## src/sv/swmm_pkg.sv

```systemverilog
// shared types, constants and the digit glyph table of the stopwatch
package swmm_pkg;

  localparam int DIGIT_COUNT = 4;
  localparam int ScanW = $clog2(DIGIT_COUNT);

  localparam logic [15:0] COMPARE_RESET = 16'd31250;

  // display scan positions
  localparam logic [ScanW-1:0] SCAN_MIN_TENS  = ScanW'(0);
  localparam logic [ScanW-1:0] SCAN_MIN_UNITS = ScanW'(1);
  localparam logic [ScanW-1:0] SCAN_SEC_TENS  = ScanW'(2);

  // digit limits
  localparam logic [3:0] UNITS_MAX = 4'd9;
  localparam logic [2:0] TENS_MAX  = 3'd5;

  // one input item, start_press in bit 0
  typedef struct packed {
    logic scan_tick;
    logic timer_tick;
    logic lap_press;
    logic pause_press;
    logic start_press;
  } swmm_item_t;

  // state view handed from the counter to the display decoder
  typedef struct packed {
    logic [2:0]       min_tens;
    logic [3:0]       min_units;
    logic [2:0]       sec_tens;
    logic [3:0]       sec_units;
    logic [ScanW-1:0] scan_idx;
    logic             pause_ind;
    logic             lap_mode;
    logic             run_flag;
  } swmm_disp_t;

  // one result item, segments in the low bits
  typedef struct packed {
    logic       running;
    logic       lap_lamp;
    logic       pause_lamp;
    logic [3:0] digit_enable;
    logic [7:0] segments;
  } swmm_result_t;

  // segment pattern a..g of one decimal digit, blank otherwise
  function automatic logic [6:0] glyph(input logic [3:0] d);
    logic [6:0] g;
    case (d)
      4'd0:    g = 7'h3F;
      4'd1:    g = 7'h06;
      4'd2:    g = 7'h5B;
      4'd3:    g = 7'h4F;
      4'd4:    g = 7'h66;
      4'd5:    g = 7'h6D;
      4'd6:    g = 7'h7D;
      4'd7:    g = 7'h07;
      4'd8:    g = 7'h7F;
      4'd9:    g = 7'h6F;
      default: g = 7'h00;
    endcase
    return g;
  endfunction

endpackage

```

## src/sv/swmm_counter.sv

```systemverilog
// stopwatch state: buttons, divider, bcd time digits and scan index
module swmm_counter
  import swmm_pkg::*;
(
  input  logic        clk_i,
  input  logic        rst_ni,
  input  logic        fire_i,
  input  swmm_item_t  item_i,
  input  logic [15:0] tick_compare_i,
  output swmm_disp_t  next_o
);

  swmm_disp_t  st_q, st_d;
  logic [15:0] div_q, div_d;
  logic        at_limit;
  logic        sec_step;

  assign at_limit = (st_q.min_tens == TENS_MAX) && (st_q.min_units == UNITS_MAX) &&
                    (st_q.sec_tens == TENS_MAX) && (st_q.sec_units == UNITS_MAX);

  // next state for the item held in the input register
  always_comb begin
    st_d     = st_q;
    div_d    = div_q;
    sec_step = 1'b0;

    // buttons, in order start, pause, lap
    if (item_i.start_press && !st_q.lap_mode) begin
      st_d.run_flag  = 1'b1;
      st_d.pause_ind = 1'b0;
    end
    if (item_i.pause_press) begin
      st_d.run_flag  = 1'b0;
      st_d.pause_ind = 1'b1;
    end
    if (item_i.lap_press) begin
      st_d.lap_mode = 1'b1;
    end

    // divider counts with the run state after the buttons
    if (item_i.timer_tick && st_d.run_flag) begin
      if (div_q == tick_compare_i) begin
        div_d    = '0;
        sec_step = !st_d.lap_mode && !at_limit;
      end else begin
        div_d = div_q + 16'd1;
      end
    end

    // bcd ripple of one second
    if (sec_step) begin
      if (st_q.sec_units != UNITS_MAX) begin
        st_d.sec_units = st_q.sec_units + 4'd1;
      end else begin
        st_d.sec_units = '0;
        if (st_q.sec_tens != TENS_MAX) begin
          st_d.sec_tens = st_q.sec_tens + 3'd1;
        end else begin
          st_d.sec_tens = '0;
          if (st_q.min_units != UNITS_MAX) begin
            st_d.min_units = st_q.min_units + 4'd1;
          end else begin
            st_d.min_units = '0;
            st_d.min_tens  = st_q.min_tens + 3'd1;
          end
        end
      end
    end

    // scan index wraps over the digit count
    if (item_i.scan_tick) begin
      st_d.scan_idx = st_q.scan_idx + ScanW'(1);
    end
  end

  // state registers update on each item transfer
  always_ff @(posedge clk_i or negedge rst_ni) begin
    if (!rst_ni) begin
      st_q  <= '0;
      div_q <= '0;
    end else if (fire_i) begin
      st_q  <= st_d;
      div_q <= div_d;
    end
  end

  assign next_o = st_d;

endmodule

```

## src/sv/swmm_display.sv

```systemverilog
// display decoder: scanned digit glyph, decimal point, digit enable, lamps
module swmm_display
  import swmm_pkg::*;
(
  input  swmm_disp_t   disp_i,
  output swmm_result_t result_o
);

  logic [3:0] digit;

  // pick the scanned digit
  always_comb begin
    case (disp_i.scan_idx)
      SCAN_MIN_TENS:  digit = {1'b0, disp_i.min_tens};
      SCAN_MIN_UNITS: digit = disp_i.min_units;
      SCAN_SEC_TENS:  digit = {1'b0, disp_i.sec_tens};
      default:        digit = disp_i.sec_units;
    endcase
  end

  // pattern, decimal point on minute units, active-low enable
  always_comb begin
    result_o.segments     = {disp_i.scan_idx == SCAN_MIN_UNITS, glyph(digit)};
    result_o.digit_enable = ~(4'(1) << disp_i.scan_idx);
    result_o.pause_lamp   = disp_i.pause_ind;
    result_o.lap_lamp     = disp_i.lap_mode;
    result_o.running      = disp_i.run_flag;
  end

endmodule

```

## src/sv/stopwatch_mmss_seven_segment.sv

```systemverilog
// Minutes:seconds stopwatch with a four-digit multiplexed seven-segment display.
// One item is taken every cycle while the output side keeps up: it is held in
// an input register, the state update and display decode run in one pass, and
// the result lands in an output register, from which it is taken when the
// output side is ready. Throughput is one item per cycle, set by the single
// state update stage, unless the output side stalls. The user writes tick_compare
// through cfg_we_i/cfg_wdata_i only while idle; the block does not enforce it.
module stopwatch_mmss_seven_segment
  import swmm_pkg::*;
(
  input  logic        clk_i,
  input  logic        rst_ni,
  // configuration
  input  logic        cfg_we_i,
  input  logic [15:0] cfg_wdata_i,
  // input stream
  input  logic        s_axis_tvalid_i,
  output logic        s_axis_tready_o,
  input  logic [7:0]  s_axis_tdata_i,  // start_press, pause_press, lap_press, timer_tick,
                                       // scan_tick, zero pad
  // result stream
  output logic        m_axis_tvalid_o,
  input  logic        m_axis_tready_i,
  output logic [15:0] m_axis_tdata_o   // segments[7:0], digit_enable[11:8], pause_lamp,
                                       // lap_lamp, running, zero pad
);

  logic         in_valid_q;
  swmm_item_t   in_item_q;
  logic         out_valid_q;
  swmm_result_t out_data_q;
  logic [15:0]  cmp_q;
  logic         fire;
  swmm_disp_t   disp_next;
  swmm_result_t result;

  // compare register
  always_ff @(posedge clk_i or negedge rst_ni) begin
    if (!rst_ni) begin
      cmp_q <= COMPARE_RESET;
    end else if (cfg_we_i) begin
      cmp_q <= cfg_wdata_i;
    end
  end

  // handshake: an item moves on when the result register is empty or being taken
  assign fire            = in_valid_q && (!out_valid_q || m_axis_tready_i);
  assign s_axis_tready_o = !in_valid_q || fire;

  // input register
  always_ff @(posedge clk_i or negedge rst_ni) begin
    if (!rst_ni) begin
      in_valid_q <= 1'b0;
    end else if (s_axis_tready_o) begin
      in_valid_q <= s_axis_tvalid_i;
    end
  end

  always_ff @(posedge clk_i) begin
    if (s_axis_tready_o && s_axis_tvalid_i) begin
      in_item_q <= swmm_item_t'(s_axis_tdata_i[4:0]);
    end
  end

  swmm_counter u_counter (
    .clk_i,
    .rst_ni,
    .fire_i         (fire),
    .item_i         (in_item_q),
    .tick_compare_i (cmp_q),
    .next_o         (disp_next)
  );

  swmm_display u_display (
    .disp_i   (disp_next),
    .result_o (result)
  );

  // result register
  always_ff @(posedge clk_i or negedge rst_ni) begin
    if (!rst_ni) begin
      out_valid_q <= 1'b0;
    end else if (fire) begin
      out_valid_q <= 1'b1;
    end else if (m_axis_tready_i) begin
      out_valid_q <= 1'b0;
    end
  end

  always_ff @(posedge clk_i) begin
    if (fire) begin
      out_data_q <= result;
    end
  end

  assign m_axis_tvalid_o = out_valid_q;
  assign m_axis_tdata_o  = {1'b0, out_data_q};

endmodule

```

## config.mk

```make
export PLATFORM = sky130hd
export DESIGN_NAME = stopwatch_mmss_seven_segment
export DESIGN_NICKNAME = d
export VERILOG_FILES = /design/src/sv/swmm_pkg.sv /design/src/sv/swmm_counter.sv /design/src/sv/swmm_display.sv /design/src/sv/stopwatch_mmss_seven_segment.sv
export SDC_FILE = /design/constraint.sdc
export NUM_CORES = 1
export LEC_CHECK = 0
export BUFFER_PORTS_ARGS = -buffer_cell sky130_fd_sc_hd__buf_2
export CORE_MARGIN = 5
export CORE_UTILIZATION = 45
export DETAILED_ROUTE_END_ITERATION = 7
export PLACE_DENSITY = 0.66
export SYNTH_ARGS = -nofsm -noshare
export SYNTH_HDL_FRONTEND = slang
export SYNTH_SLANG_ARGS = --single-unit
```

## constraint.sdc

```tcl
create_clock -name clk_i -period 3.8 [get_ports clk_i]
set_clock_uncertainty 0.1 [all_clocks]
set_input_delay 0.38 -clock clk_i [delete_from_list [all_inputs] [get_ports clk_i]]
set_output_delay 0.38 -clock clk_i [all_outputs]
set_load 0.005 [all_outputs]
```

**Yosys cells after proc, flatten, opt, wreduce, memory -nomap -nowiden**

Memories as Yosys holds them, arrays and structs flattened. A register that Yosys moved wholly into a read port is not among the register bits.
Index checks and enable logic that the tools add are counted.

- Register bits: 73
- Memory bits (read-only): 112
- Input port bits: 29
- Output and inout port bits: 18
- Logic and storage cells: 78
- Memories kept: 1

- Add/sub/neg operators: 6
- Equality and inequality tests: 10
- Shift-type cells: 1
- Muxes and demuxes: 19
- Bitwise logic cells: 1
- Reductions and logical operators: 18

Memories:

| memory | depth | width | rd ports | clocked after Yosys merged registers in | wr ports | RTL line | source |
|---|---|---|---|---|---|---|---|
| (name not given) | 16 | 7 | 1 | 1 | 0 | swmm_pkg.sv:51 | `case (d)` |

Operators by type and width:

| kind | number |
|---|---|
| $add A16 B1 Y16 const B | 1 |
| $eq A16 B16 Y1 | 1 |
| $mux W16 | 1 |
| $mux W14 | 1 |
| $pmux W4 S3 | 1 |
| $mux W10 | 1 |
| $mux W1 | 9 |
| $add A4 B1 Y4 const B | 2 |
| $eq A4 B4 Y1 const B | 2 |
| $logic_and A1 B1 Y1 | 8 |
| $mux W4 | 2 |
| $ne A4 B4 Y1 const B | 2 |
| $mux W7 | 1 |
| $add A3 B1 Y3 const B | 2 |
| $eq A3 B3 Y1 const B | 2 |
| $mux W3 | 2 |
| $logic_not A1 Y1 | 5 |
| $not A4 Y4 | 1 |
| $shl A1 B2 Y4 const A | 1 |
| $ne A3 B3 Y1 const B | 1 |
| $add A2 B1 Y2 const B | 1 |
| $eq A2 B1 Y1 const B | 1 |
| $eq A2 B2 Y1 const B | 1 |
| $logic_not A2 Y1 | 1 |
| 4 further kinds | 5 |

**Logic depth before layout (Yosys ltp)**

Gate-level depths: netlist (run 1).

- Word-level depth: 10
- Gate-level depth with buffers: 14
- Gate-level depth less buffers: 13

**Modules after synthesis**

A second synthesis (run 1) with hierarchy kept.

- Cell total of the unflattened synthesis: 342
- Area, all modules: 3990.1 um2

Modules (own cells, without submodules):

| module | times used | cells an instance | area each (um2) | seq. area each (um2) |
|---|---|---|---|---|
| swmm_counter | 1 | 231 | 2244.7 | 875.8 |
| stopwatch_mmss_seven_segment | 1 | 64 | 1358.8 | 1059.8 |
| swmm_display | 1 | 47 | 386.6 | 0.0 |

**Worst setup path before layout (run 1)**

OpenSTA, ideal clock, no wires.

- Path kind: register -> register
- Start: reg cmp_q[11]
- End: reg, netlist name m_axis_tdata_o[0]
- Setup time: 0.180 ns
- Arrival time: 3.128 ns
- Required time: 3.520 ns
- Path slack: 0.392 ns
- Stages on the path, launching flop included: 13
- Buffers on the path: 1
- Period minus slack after synthesis: 3.408 ns
- Cells stage by stage: dfstp_2 xor2_1 nor4_2 nand4_2 buf_2 o21a_1 o31ai_1 a31oi_1 a221oi_1 inv_1 ha_1 or3_1 o311ai_1

- Cells in the longest elaborated chain, start to end: 5

Ends and longest elaborated chain:

| element | RTL line | source |
|---|---|---|
| start, declared | stopwatch_mmss_seven_segment.sv:32 | `logic [15:0] cmp_q;` |
| start signal, assigned | stopwatch_mmss_seven_segment.sv:42 | `cmp_q <= cfg_wdata_i;` |
| $eq A16 B16 Y1 | swmm_counter.sv:42 | `if (div_q == tick_compare_i) begin` |
| $mux W1 | swmm_counter.sv:42 |  |
| $mux W1 | swmm_counter.sv:41 | `if (item_i.timer_tick && st_d.run_flag) begin` |
| $mux W14 | swmm_counter.sv:51 | `if (sec_step) begin` |
| $pmux W4 S3 | swmm_display.sv:13 | `case (disp_i.scan_idx)` |

Every way passes these cells.
A chain may end at the register's enable or synchronous reset.

**Worst setup path in the final report (run 1)**

- Start: reg u_counter.st_q[5] (netlist name)
- End: reg, netlist name m_axis_tdata_o[0]

- Cells in the longest elaborated chain, start to end: 8
- Elaborated cells between the ends (all ways): 12
- Those cells by class: add/sub: 1; eq/ne: 2; mux: 6; reduce/logical: 3

Ends and longest elaborated chain:

| element | RTL line | source |
|---|---|---|
| start, declared | swmm_counter.sv:13 | `swmm_disp_t st_q, st_d;` |
| start signal, assigned | swmm_counter.sv:82 | `st_q <= st_d;` |
| $eq A4 B4 Y1 | swmm_counter.sv:19 | `(st_q.sec_tens == TENS_MAX) && (st_q.sec_units == UNITS_MAX);` |
| $logic_and A1 B1 Y1 | swmm_counter.sv:19 |  |
| $logic_not A1 Y1 | swmm_counter.sv:44 | `sec_step = !st_d.lap_mode && !at_limit;` |
| $logic_and A1 B1 Y1 | swmm_counter.sv:44 |  |
| $mux W1 | swmm_counter.sv:42 |  |
| $mux W1 | swmm_counter.sv:41 |  |
| $mux W14 * | swmm_counter.sv:51 |  |
| $pmux W4 S3 * | swmm_display.sv:13 |  |

Mark *: on every way between the ends. The rest lies on a longest branch, timed or not.

==> results of run 1 <==
## worst min-delay path by stage
stage,end,startpoint,depth (start not counted)
finish,u_counter.st_q[6],rst_ni,2
global route,in_item_q[4],s_axis_tdata_i[4],1
CTS,u_counter.st_q[5],rst_ni,2
detailed placement,m_axis_tvalid_o,in_valid_q,1
global placement,m_axis_tvalid_o,in_valid_q,1
floorplan,cmp_q[0],rst_ni,0
## final cells by class
class	instances	area [um^2]
clock inverters	4	48.8
flip-flops and latches	73	1940
multi-input cells	277	1990
well taps	108	135
inverters	17	63.8
repair buffers	49	263
fillers	777	4160
clock buffers	12	166
## flip-flops by register name (all words and copies together) (netlist names)
name and count:
in_valid_q 1, u_counter.div_q 16, m_axis_tvalid_o 1, u_counter.st_q 19, in_item_q 5, cmp_q 16
m_axis_tdata_o 15
## synthesized netlist by cell type, types with 11 or more instances
cell                       number  share of area
sky130_fd_sc_hd__xnor2_1       14          0.030
sky130_fd_sc_hd__a21oi_1       14          0.017
sky130_fd_sc_hd__edfxtp_1      20           0.15
sky130_fd_sc_hd__ha_1          11          0.034
sky130_fd_sc_hd__nor3_1        13          0.016
sky130_fd_sc_hd__nand2_1       26          0.024
sky130_fd_sc_hd__nor2_1        22          0.020
sky130_fd_sc_hd__inv_1         17          0.016
sky130_fd_sc_hd__o21ai_0       13          0.016
sky130_fd_sc_hd__xor2_1        21          0.045
sky130_fd_sc_hd__dfrtp_1       46           0.28
sky130_fd_sc_hd__mux2_2        22          0.061
sky130_fd_sc_hd__nand3_1       19          0.023
## worst max-delay path: cells and delay by family, from the launching register on
kind | cells | cell delay [ns]
simple gates | 5 | 1.25
compound gates | 4 | 0.98
flops | 1 | 0.47
fa+ha+maj | 2 | 0.43
buf+inv | 1 | 0.12
## logic make-up (layout without fill, tap and decap cells)
kind of cell    count (synthesis)  count (layout)  synth area share
xor+xnor                       35              35            0.0754
flops                          73              73             0.476
compound gates                 63              63             0.107
mux                            23              23            0.0634
other cells                     1               1          0.000922
simple gates                  144             144             0.208
fa+ha+maj                      11              11            0.0339
buf+inv                        33              82            0.0345
## per-stage QoR
stage	total power, uW	area, um^2
2_1_floorplan	1390	4070
3_3_place_gp	1550	4390
3_5_place_dp	1570	4390
4_1_cts	2220	4600
5_1_grt	2330	4600
6_report	2190	4600
## power groups by stage
stage	combinational, uW	sequential (uW)	clock, uW
2_1_floorplan	395	995	0
3_3_place_gp	517	1030	0
3_5_place_dp	532	1030	0
4_1_cts	535	1020	664
5_1_grt	596	1030	704
6_report	530	1020	647
## layer usage
layer | share of wire | GRT usage | vias up
li1 | - | - | 1466
met1 | 0.44 | 0.187 | 1418
met2 | 0.50 | 0.252 | 75
met3 | 0.047 | 0.0364 | 13
met4 | 0.017 | 0.0566 | 0
met5 | 0 | 0 | -
==> results.md, run 1 <==
- The flow ran to the end, and the final reports show no timing, DRC or antenna violations.
- Dividing the detail-routed wire length by the instance count gives 14.8 um.
- The reg-to-reg setup timing slack is 0.27 ns.
- The number of buffers inserted by port buffering is 42.
- The origin of the critical flop-to-flop path is u_counter.st_q[5].
- The y dimension of the die is 105 um.
- The final wirelength is between 7000 and 8000 um.
- The library cell contributing the largest single delay on the critical path is sky130_fd_sc_hd__dfrtp_1.
- Summed over all cells, the static leakage comes to just under 0.002 uW.
- In the finished design, the share of the clock period the worst path needs comes to 0.928.
- The first global-routing pass estimated 13,700 um of wire.
- The final layout contains 467 nets.
- Counting flops and latches in the post-synthesis netlist gives 73.
- The area overhead of the layout relative to synthesis is 13.2%.
- After routing, the total negative slack on setup checks comes to 0 ns.
- The root buffer cell is sky130_fd_sc_hd__clkbuf_8.
- The internal power component is between 1500 and 2000 uW.
- The post-synth net total is 423.
- The number of max-slew violations in the final report was 0.
- In this run the worst path has a maximum fanout of 7.
- The most instantiated flip-flop cell in the synthesis netlist is sky130_fd_sc_hd__dfrtp_1.
- The total standard cell area after synthesis is about 4100 um^2.
- The ratio of cells with drive above 1 in the final layout is 0.266.
- The total CTS buffers is 9.
- In this run the power density over the cells is 477 nW/um^2.
- The worst hold path belongs to the class in2async.
- Setup violations remaining at the end of the flow were counted as 0.
- The clock latency of the later-clocked register in the worst-skew pair is 0.34 ns.
- The number of placement rows is 34.
- For this run, the slowest stage of the critical path takes 0.47 ns.
- The number of global-route vias before repair is 2,953.
- The share of the Yosys chip area taken by registers is 0.476.
- The switching power share of the total is 0.300.
- Of the total power, combinational logic draws 0.242.
- The total congestion overflow is 0.
- After detailed routing, the number of remaining DRC violations is 0.
- The end-of-flow core utilization is 0.525.
- The hold buffer count at CTS is 0.
- 47 I/O pins were placed.
- In this run the post-CTS setup repair buffer count came out at 0.
- The number of cells on the worst reg-to-reg path is 12.
- The initial detailed-routing violation count is ~180.
- The die covers 11,000 um^2.
- Yosys mapped a number of flops with a built-in enable equal to 20.
- For this run, the number of Yosys warnings is 0.
- Clock-pin slew was measured on the worst setup and hold paths at about 0.080 ns.
- The post-placement setup slack is 0.293 ns.
- In the global route stage, overall resource usage came out at 0.150.
- Leaving out fill and tap cells, the most frequent cells in the layout are sky130_fd_sc_hd__dfrtp_1, sky130_fd_sc_hd__buf_2, sky130_fd_sc_hd__nand2_1, sky130_fd_sc_hd__nor2_1, sky130_fd_sc_hd__mux2_2.
- The number of instances in the synthesized netlist is 383.
- After layout, the worst setup slack is 0.274 ns.
- Routability-driven placement finished with a final weighted congestion of 0.829.
- Detailed placement ended at an HPWL of 6000 um.
- The worst endpoint data arrival time is roughly 3.6 ns.
- The hold violation total from the final report is 0.
- The floorplan step set the die width to 105 um.
- STA classifies the critical path endpoint as a flop.
- The netlist uses 63 different library cells.
- After detailed routing, the number of vias per cell comes to 5.50.
- The worst slew slack as a fraction of its limit is 0.559.
- The CTS sink count is between 70 and 80.
- At the pin with the least slew margin, the transition time is about 0.66 ns.
- TritonCTS built the clock tree.
- In this run the number of H-tree levels came out at 3.
- The core outline area is just under 9000 um^2.
- The required time at the endpoint of the critical path is about 3.9 ns.
- The critical setup path kind is reg2reg.
- The initial utilization of the core area, before any placement, comes to 0.464.
- The mean instance size in the synthesized netlist is about 11 um^2.
- The launch point of the critical path is u_counter.st_q[5].
- The number of antenna violations at the first check in global routing was 0.
- In the synthesized netlist the async set-or-reset flop fraction comes to 0.726.
- Of the total power, registers draw 0.463.
- The number of antenna repair diodes is 0.
- The largest net degree at the start of global routing is 54.
- The number of buffers on the longest clock path is 2.
- Derived from the worst setup path, the maximum achievable clock frequency is about 280 MHz.
- The most critical setup path has its endpoint at m_axis_tdata_o[0].
- The post-route non-filler standard cell count is 540.
- The first-pass detailed-route iteration total is 4.
- Setup repair after global routing left no endpoint under its margin.
- The most repeated library cell on the critical path is sky130_fd_sc_hd__ha_1.
- The number of resized instances in the post-cts repair step is 0.
- Summed over all nets, the switching power comes to 659 uW.
- The remaining number of nets flagged by the antenna check after routing is 0.
- Of the total power, the clock network draws 0.295.
- Subtracting the final worst setup slack from the clock period gives 3.53 ns.
- The worst register-to-register path ends at m_axis_tdata_o[0].
- Across the VDD grid, the largest voltage drop is 0.197 mV.
- Across all hold checks on the routed design, the worst slack comes to 0.0484 ns.
- Counting tap cells, the placed design contains a total of roughly 520 instances.
- Leaving out fill and tap cells, the most frequent cell in the layout is sky130_fd_sc_hd__dfrtp_1.
- The signal on the critical path passes through ha_1 -> and3b_2 -> and4_1 -> nor2_1 -> nand2_1 -> a211oi_1 -> a31oi_1 -> a221oi_1 -> inv_1 -> ha_1 -> or3_1 -> o311ai_1.
- The max-capacitance violation count is 0.
- The kind of start point of the critical path is a flop.
- The vias after detailed routing is 2,972.
No activity file was read; power rests on OpenSTA's default activity.
==> run 2, diff against run 1 <==
--- a/config.mk
+++ b/config.mk
@@ -9,7 +9,7 @@
 export CORE_MARGIN = 5
 export CORE_UTILIZATION = 45
 export DETAILED_ROUTE_END_ITERATION = 7
-export PLACE_DENSITY = 0.66
+export PLACE_DENSITY = 0.69
 export SYNTH_ARGS = -nofsm -noshare
 export SYNTH_HDL_FRONTEND = slang
 export SYNTH_SLANG_ARGS = --single-unit
==> constraint.sdc (replaced) <==
create_clock -name clk_i -period 3 [get_ports clk_i]
set_clock_uncertainty 0.1 [all_clocks]
set_input_delay 0.3 -clock clk_i [delete_from_list [all_inputs] [get_ports clk_i]]
set_output_delay 0.3 -clock clk_i [all_outputs]
set_load 0.005 [all_outputs]
==> run 2 against run 1 <==
Net effect: the run now ends with setup timing left; first-iteration DRC count down 18%; combinational power grew 120%; register-to-register slack got worse by 0.45 ns; worst hold slack lost 0.028 ns; fmax rose by 11%; worst setup slack got worse by 0.45 ns; sequential share of layout area shrank 6.6 points; flip-flop and latch count unchanged; core utilization grew 9.7 points; via count rose by 12%; clock-buffer cell count down 1; die area stayed put; critical endpoint is now m_axis_tdata_o[4]; largest cell class unchanged; largest power group unchanged.
==> results.md, run 2 (synthesized netlist as in run 1, its figures left out) <==
- The flow ran to the end, but the final reports show violations.
- The final reports fail on setup timing.
- For this design the top-level I/O count stands at 47.
- Setup total negative slack on the finished layout was measured at -0.846 ns.
- The post-placement setup slack is -0.316 ns.
- Clock tree synthesis inserted a total of 9 buffers.
- At the end of routability-driven placement, the weighted congestion stood at 0.865.
- Wires add up to 9620 um.
- After detailed routing, the number of remaining DRC violations is 0.
- The clock latency of the later-clocked register in the worst-skew pair is 0.36 ns.
- The first-pass detailed-route iteration total is 4.
- Of the cells placed in the final design, the portion with a size suffix greater than 1 is 0.423.
- The worst slew slack as a fraction of its limit is 0.508.
- The vias after detailed routing is 3,341.
- The TritonCTS clock tree is done.
- For this run, the total global-route usage over all layers was measured as 0.171.
- The tightest min-delay check is of the in2reg type.
- The register with the most flip-flops in the layout has 19 of them.
- The required time at the endpoint of the critical path is 3.02 ns.
- Counting the fill cells in the layout gives around 680.
- The total half-perimeter wirelength after legalization and detailed placement is about 6600 um.
- The number of placement rows is 34.
- The floorplan step defined a die boundary enclosing approximately 11,000 um^2.
- The maximum achievable frequency is 315 MHz.
- The max-capacitance violation count is 0.
- The largest registers in the layout are u_counter.st_q (19), cmp_q (16), u_counter.div_q (16).
- The number of antenna repair diodes is 0.
- The remaining number of nets flagged by the antenna check after routing is 0.
- In this run the most critical hold path is launched from s_axis_tdata_i[2].
- Input and output buffers added on the ports amount to 42.
- The area overhead of the layout relative to synthesis is 34.1%.
- The number of global-route vias before repair was 3,383.
- In the final layout, the multi-input gates occupy 2310 um^2.
- The sum of internal, switching and leakage power is between 3000 and 4000 uW.
- The final net count is around 530.
- The number of buffers on the longest clock path is 2.
- The clock drives 73 sinks.
- Setup violations remaining at the end of the flow were counted as 7.
- The worst setup path is launched from a flop.
- Clock-pin slew was measured on the worst setup and hold paths at 0.09 ns.
- The setup check on the worst reg-to-reg path leaves a slack of -0.18 ns.
- The hold violation total from the final report is 0.
- The register ranked first by flip-flop count is u_counter.st_q.
- The maximum level of the CTS H-tree is 3.
- Hold is met by 0.0202 ns.
- The final setup slack of the worst path is -0.178 ns.
- In the layout the commonest cells are sky130_fd_sc_hd__buf_4, sky130_fd_sc_hd__dfrtp_1, sky130_fd_sc_hd__buf_2, sky130_fd_sc_hd__nand2_1, sky130_fd_sc_hd__nor2_1.
- The worst setup path is of the reg2reg kind.
- Using the TritonRoute via totals, the vias-per-cell ratio works out to 5.53.
- The cell area after placement is 4760 um^2.
- The number of max-slew violations in the final report is 0.
- For this run the aggregate overflow at the end of global routing stands at 0.
- Summing all non-filler instances in the final layout gives an area of 5450 um^2.
- For the pin with the worst max-slew slack, the measured transition is between 0.7 and 0.8 ns.
- The y dimension of the die is around 110 um.
- Leaving out fill and tap cells, the most frequent cell in the layout is sky130_fd_sc_hd__buf_4.
- The origin of the critical flop-to-flop path is cmp_q[12].
- The number of antenna violations at the first check in global routing came to 0.
- The static leakage is 0.00233 uW.
- The chip width is 105 um.
- Along the worst hold path, the cell count comes to 1.
- Entering global routing, the biggest net connects 31 pins.
- STA puts the critical path data arrival time at about 3.2 ns.
- The core outline area is approximately 9000 um^2.
- CTS placed an instance of sky130_fd_sc_hd__clkbuf_8 at the clock tree root.
- The register area is 1940 um^2.
- The kind of capture point of the worst setup path is a flop.
- The worst-case vdd ir drop is between 0.3 and 0.4 mV.
- The first global-routing pass estimated around 16,000 um of wire.
- The highest fanout seen on the critical path is 4.
- The worst register-to-register path ends at m_axis_tdata_o[4].
- In the finished design, the share of the clock period the worst path needs comes to 1.06.
- Counting cells, the worst reg-to-reg path comes to 13.
- The endpoint of the worst hold path is in_item_q[2].
- The initial utilization of the core area, before any placement, comes to 0.464.
- Setup repair after global routing could not meet its margin everywhere.
- After detailed routing, the average wire length per cell comes to 15.9 um.
- The power per cell area is 615 nW/um^2.
- The initial detailed-routing violation count is around 140.
- The shortest clock period the worst path allows after layout is 3.18 ns.
-- run 2: worst max path at each step --
stage	slack, ns	end	startpoint
floorplan	-0.14	m_axis_tdata_o[0]	cmp_q[14]
global placement	-0.20	m_axis_tdata_o[4]	cmp_q[11]
CTS	-0.26	m_axis_tdata_o[0]	cmp_q[1]
global route	-0.38	m_axis_tdata_o[3]	cmp_q[14]
detailed placement	-0.32	m_axis_tdata_o[0]	cmp_q[14]
finish	-0.18	m_axis_tdata_o[4]	cmp_q[12]
-- run 2: per-stage QoR --
stage | cells | util
2_1_floorplan | 383 | -
4_1_cts | 593 | 0.582
5_1_grt | 604 | 0.622
3_5_place_dp | 572 | 0.543
3_3_place_gp | 572 | 0.543
6_report | 604 | 0.622
-- run 2: cell type report --
cell class / instances / area share
multi-input combinational: 277 / 0.423
sequential: 73 / 0.355
timing repair buffer: 113 / 0.142
clock buffer: 11 / 0.0319
tap: 108 / 0.0248
clock inverter: 5 / 0.0119
inverter: 17 / 0.0117
-- run 2: layer usage --
layer | GRT usage | routed length (um) | share of wire
met3 | 0.0462 | 494 | 0.051
met4 | 0.0575 | 231 | 0.024
met1 | 0.201 | 3850 | 0.40
met2 | 0.299 | 5040 | 0.52
met5 | 0 | 0 | 0
-- run 2: critical path: stages (launching register included) --
cell                       delay [ns]
sky130_fd_sc_hd__dfstp_2         0.56
sky130_fd_sc_hd__xor2_2          0.09
sky130_fd_sc_hd__nor4_4          0.37
sky130_fd_sc_hd__nand4_4         0.17
sky130_fd_sc_hd__buf_6           0.16
sky130_fd_sc_hd__buf_4           0.13
sky130_fd_sc_hd__nor4_4          0.19
sky130_fd_sc_hd__a211oi_4        0.11
sky130_fd_sc_hd__nor4_4          0.28
sky130_fd_sc_hd__a221oi_4        0.08
sky130_fd_sc_hd__buf_4           0.15
sky130_fd_sc_hd__ha_2            0.18
sky130_fd_sc_hd__and3_1          0.15
sky130_fd_sc_hd__a211o_1         0.22
-- run 2: power breakdown --
group / internal [uW] / switching [uW]
Combinational: 602 / 575
Sequential: 1180 / 96.1
Clock: 496 / 404
Total: 2280 / 1080
-- run 2: what timing repair did --
action / CTS / global route
pin swaps: 12 / 17
resized for setup: 12 / 46
hold buffers: 1 / 3
buffers inserted: 4 / 8
hold endpoints to repair: 25 / 3
setup endpoints to repair: 7 / 8
==> run 3, diff against run 2 <==
--- a/config.mk
+++ b/config.mk
@@ -13,3 +13,4 @@
 export SYNTH_ARGS = -nofsm -noshare
 export SYNTH_HDL_FRONTEND = slang
 export SYNTH_SLANG_ARGS = --single-unit
+export TNS_END_PERCENT = 30
==> run 3 against run 2 <==
Net effect: total power decreased by 14%; first-iteration DRC count decreased by 28%; fmax decreased by 0.26%; combinational power decreased by 28%; worst setup slack got worse by 0.0083 ns; core utilization decreased by 5.0 points; routed wire length decreased by 12%; clock-buffer cell count decreased by 1; the run still ends with setup timing left.
==> results.md, run 3 (synthesized netlist as in run 1, its figures left out) <==
- Leaving out fill and tap cells, the most frequent cell in the layout is sky130_fd_sc_hd__buf_4.
- For this run the aggregate overflow at the end of global routing stands at 0.
- The worst setup path is of the reg2reg kind.
- The remaining number of nets flagged by the antenna check after routing is 0.
- The fill cell total of the finished layout is 756.
- The total half-perimeter wirelength after legalization and detailed placement is 6380 um.
- The post-route setup TNS is -0.483 ns.
- Summing all placed instances gives a cell area of 4730 um^2.
- STA puts the critical path data required time at about 3 ns.
- For this run, the top clock speed supported by timing is 314 MHz.
- The run finished, with violations left.
- The maximum level of the CTS H-tree is 3.
- In the post-route analysis, the smallest setup slack over all paths is -0.187 ns.
- In the finished design, the share of the clock period the worst path needs comes to 1.06.
- OpenSTA, run right after detailed placement, puts the worst setup slack at -0.259 ns.
- The ratio of cells with drive above 1 in the final layout is 0.362.
- The class of the tightest hold or removal check is in2reg.
- The routability-driven placement congestion ratio is 0.898.
- For this block, the initial DRC count from the detailed router was just over 100.
- In this run the critical register-to-register path is launched from cmp_q[14].
- The largest registers in the layout are u_counter.st_q (19), cmp_q (16), u_counter.div_q (16).
- For this design the static power due to leakage is 0.00219 uW.
- Of all nets on the critical path, the largest fanout is 7.
- The root buffer cell is sky130_fd_sc_hd__clkbuf_8.
- The die is 105 um tall.
- In the final layout, the multi-input gates occupy 2040 um^2.
- In this run the power density over the cells is around 570 nW/um^2.
- The number of placement rows is 34.
- The clock slew seen by the registers of the worst setup and hold paths is 0.09 ns.
- The chip width is 105 um.
- The global routing usage summed across all routing layers is 0.163.
- The number of buffers on the longest clock path is 2.
- The number of antenna repair diodes is 0.
- From synthesis to final layout, the design area changed by 23.3%.
- The hold violation total from the final report is 0.
- The via count normalized by instance count is 5.31.
- After detailed routing, the average wire length per cell comes to between 10 and 15 um.
- The sequential cells in the finished layout cover a total of roughly 1900 um^2.
- Counting instances, the worst hold path has a depth of 1.
- The CTS sink count is between 70 and 80.
- STA classifies the critical path endpoint as a flop.
- The count of boundary I/O pins is 47.
- The hold path startpoint is s_axis_tdata_i[1].
- The cell area after layout is 5010 um^2.
- The endpoint identified for the worst register-to-register timing path is m_axis_tdata_o[4].
- The shortest clock period the worst path allows after layout is around 3.2 ns.
- Power comes to 2880 uW.
- Setup slack on the worst reg-to-reg path comes out at -0.19 ns.
- Entering global routing, the biggest net connects 35 pins.
- The number of global-route vias before repair is around 3,200.
- The vias after detailed routing is 3,126.
- The total area inside the core boundary comes to 8760 um^2.
- The max-capacitance violation count is 0.
- The final wirelength is 8500 um.
- At the worst endpoint, the arrival time is approximately 3.2 ns.
- For this configuration, the core starts out at a cell density of 0.464.
- The end-of-flow core utilization is 0.572.
- The register ranked first by flip-flop count is u_counter.st_q.
- The final net count is a little over 500.
- The area enclosed by the die boundary is 11,000 um^2.
- The checks that failed: setup timing.
- The remaining routing DRC violations is 0.
- The number of flip-flops in the largest register is 19.
- The endpoint of the worst hold path is in_item_q[1].
- The clock reaches the later pin of the worst-skew pair after roughly 0.35 ns.
- The first-pass detailed-route iteration total is 5.
- IR analysis of the VDD net gives a maximum drop of around 0.31 mV.
- The first-pass GRT wire length is 14,900 um.
- The number of setup violations in the final report is 4.
- The top cell types in the final layout, fill and taps aside, are sky130_fd_sc_hd__buf_4, sky130_fd_sc_hd__dfrtp_1, sky130_fd_sc_hd__buf_2, sky130_fd_sc_hd__nand2_1, sky130_fd_sc_hd__mux2_2.
- For the worst flop-to-flop path, the logic depth is 13.
- The kind of start point of the critical path is a flop.
- The number of max-slew violations in the final report is 0.
- The number of buffers inserted by port buffering is 42.
- Setup repair after global routing could not meet its margin everywhere.
- The number of antenna violations at the first check in global routing was 0.
- The TritonCTS clock tree is done.
- The total CTS buffers is 9.
-- run 3: how the worst max path moves through the flow --
stage               from           endpoint  cells after the start
2_1_floorplan  cmp_q[14]  m_axis_tdata_o[0]                     12
3_3_place_gp   cmp_q[14]  m_axis_tdata_o[4]                     11
3_5_place_dp   cmp_q[14]  m_axis_tdata_o[4]                     10
4_1_cts        cmp_q[12]  m_axis_tdata_o[4]                     12
5_1_grt        cmp_q[14]  m_axis_tdata_o[0]                     13
6_report       cmp_q[14]  m_axis_tdata_o[4]                     13
-- run 3: area by class of cell --
| class | instances | area share |
|---|---|---|
| Multi-Input combinational cell | 277 | 0.408 |
| Timing Repair Buffer | 98 | 0.128 |
| Sequential cell | 73 | 0.386 |
| Clock buffer | 10 | 0.0297 |
| Inverter | 17 | 0.0127 |
| Tap cell | 108 | 0.0270 |
| Clock inverter | 6 | 0.00948 |
-- run 3: timing repair --
item,4_1_cts,5_1_grt
buffers inserted,2,1
endpoints found under the setup margin,7,7
resized for setup,9,4
hold buffers,1,1
pin swaps,6,3
hold endpoints to repair,17,1
-- run 3: per-layer routing --
layer	wire length (um)	GRT usage	vias up
met4	73	0.0457	0
li1	-	-	1563
met1	3760	0.216	1489
met3	383	0.0370	9
met5	0	0	-
met2	4270	0.268	65
-- run 3: critical path, stage by stage, from the launching register on --
cell and delay [ns]:
sky130_fd_sc_hd__dfstp_2 0.54, sky130_fd_sc_hd__xor2_1 0.07, sky130_fd_sc_hd__nor4_2 0.29, sky130_fd_sc_hd__buf_4 0.16, sky130_fd_sc_hd__nand4_2 0.07, sky130_fd_sc_hd__buf_6 0.16, sky130_fd_sc_hd__nor3_1 0.30, sky130_fd_sc_hd__nor3_1 0.10
sky130_fd_sc_hd__nor4_1 0.30, sky130_fd_sc_hd__a221oi_2 0.07, sky130_fd_sc_hd__buf_4 0.16, sky130_fd_sc_hd__ha_1 0.21, sky130_fd_sc_hd__and3_1 0.15, sky130_fd_sc_hd__a211o_1 0.25
-- run 3: through the flow --
step	cells	hold WS, ns
4_1_cts	587	0.00295
6_report	589	0.0234
5_1_grt	589	0.00388
3_5_place_dp	568	0.184
2_1_floorplan	383	-0.0956
3_3_place_gp	568	0.175
-- run 3: power breakdown --
group	total [uW]	leakage, uW	internal, uW	switching [uW]
Sequential	1260	0.000831	1180	79.9
Clock	761	0.0000988	359	401
Combinational	855	0.00126	421	434
Total	2880	0.00219	1960	915
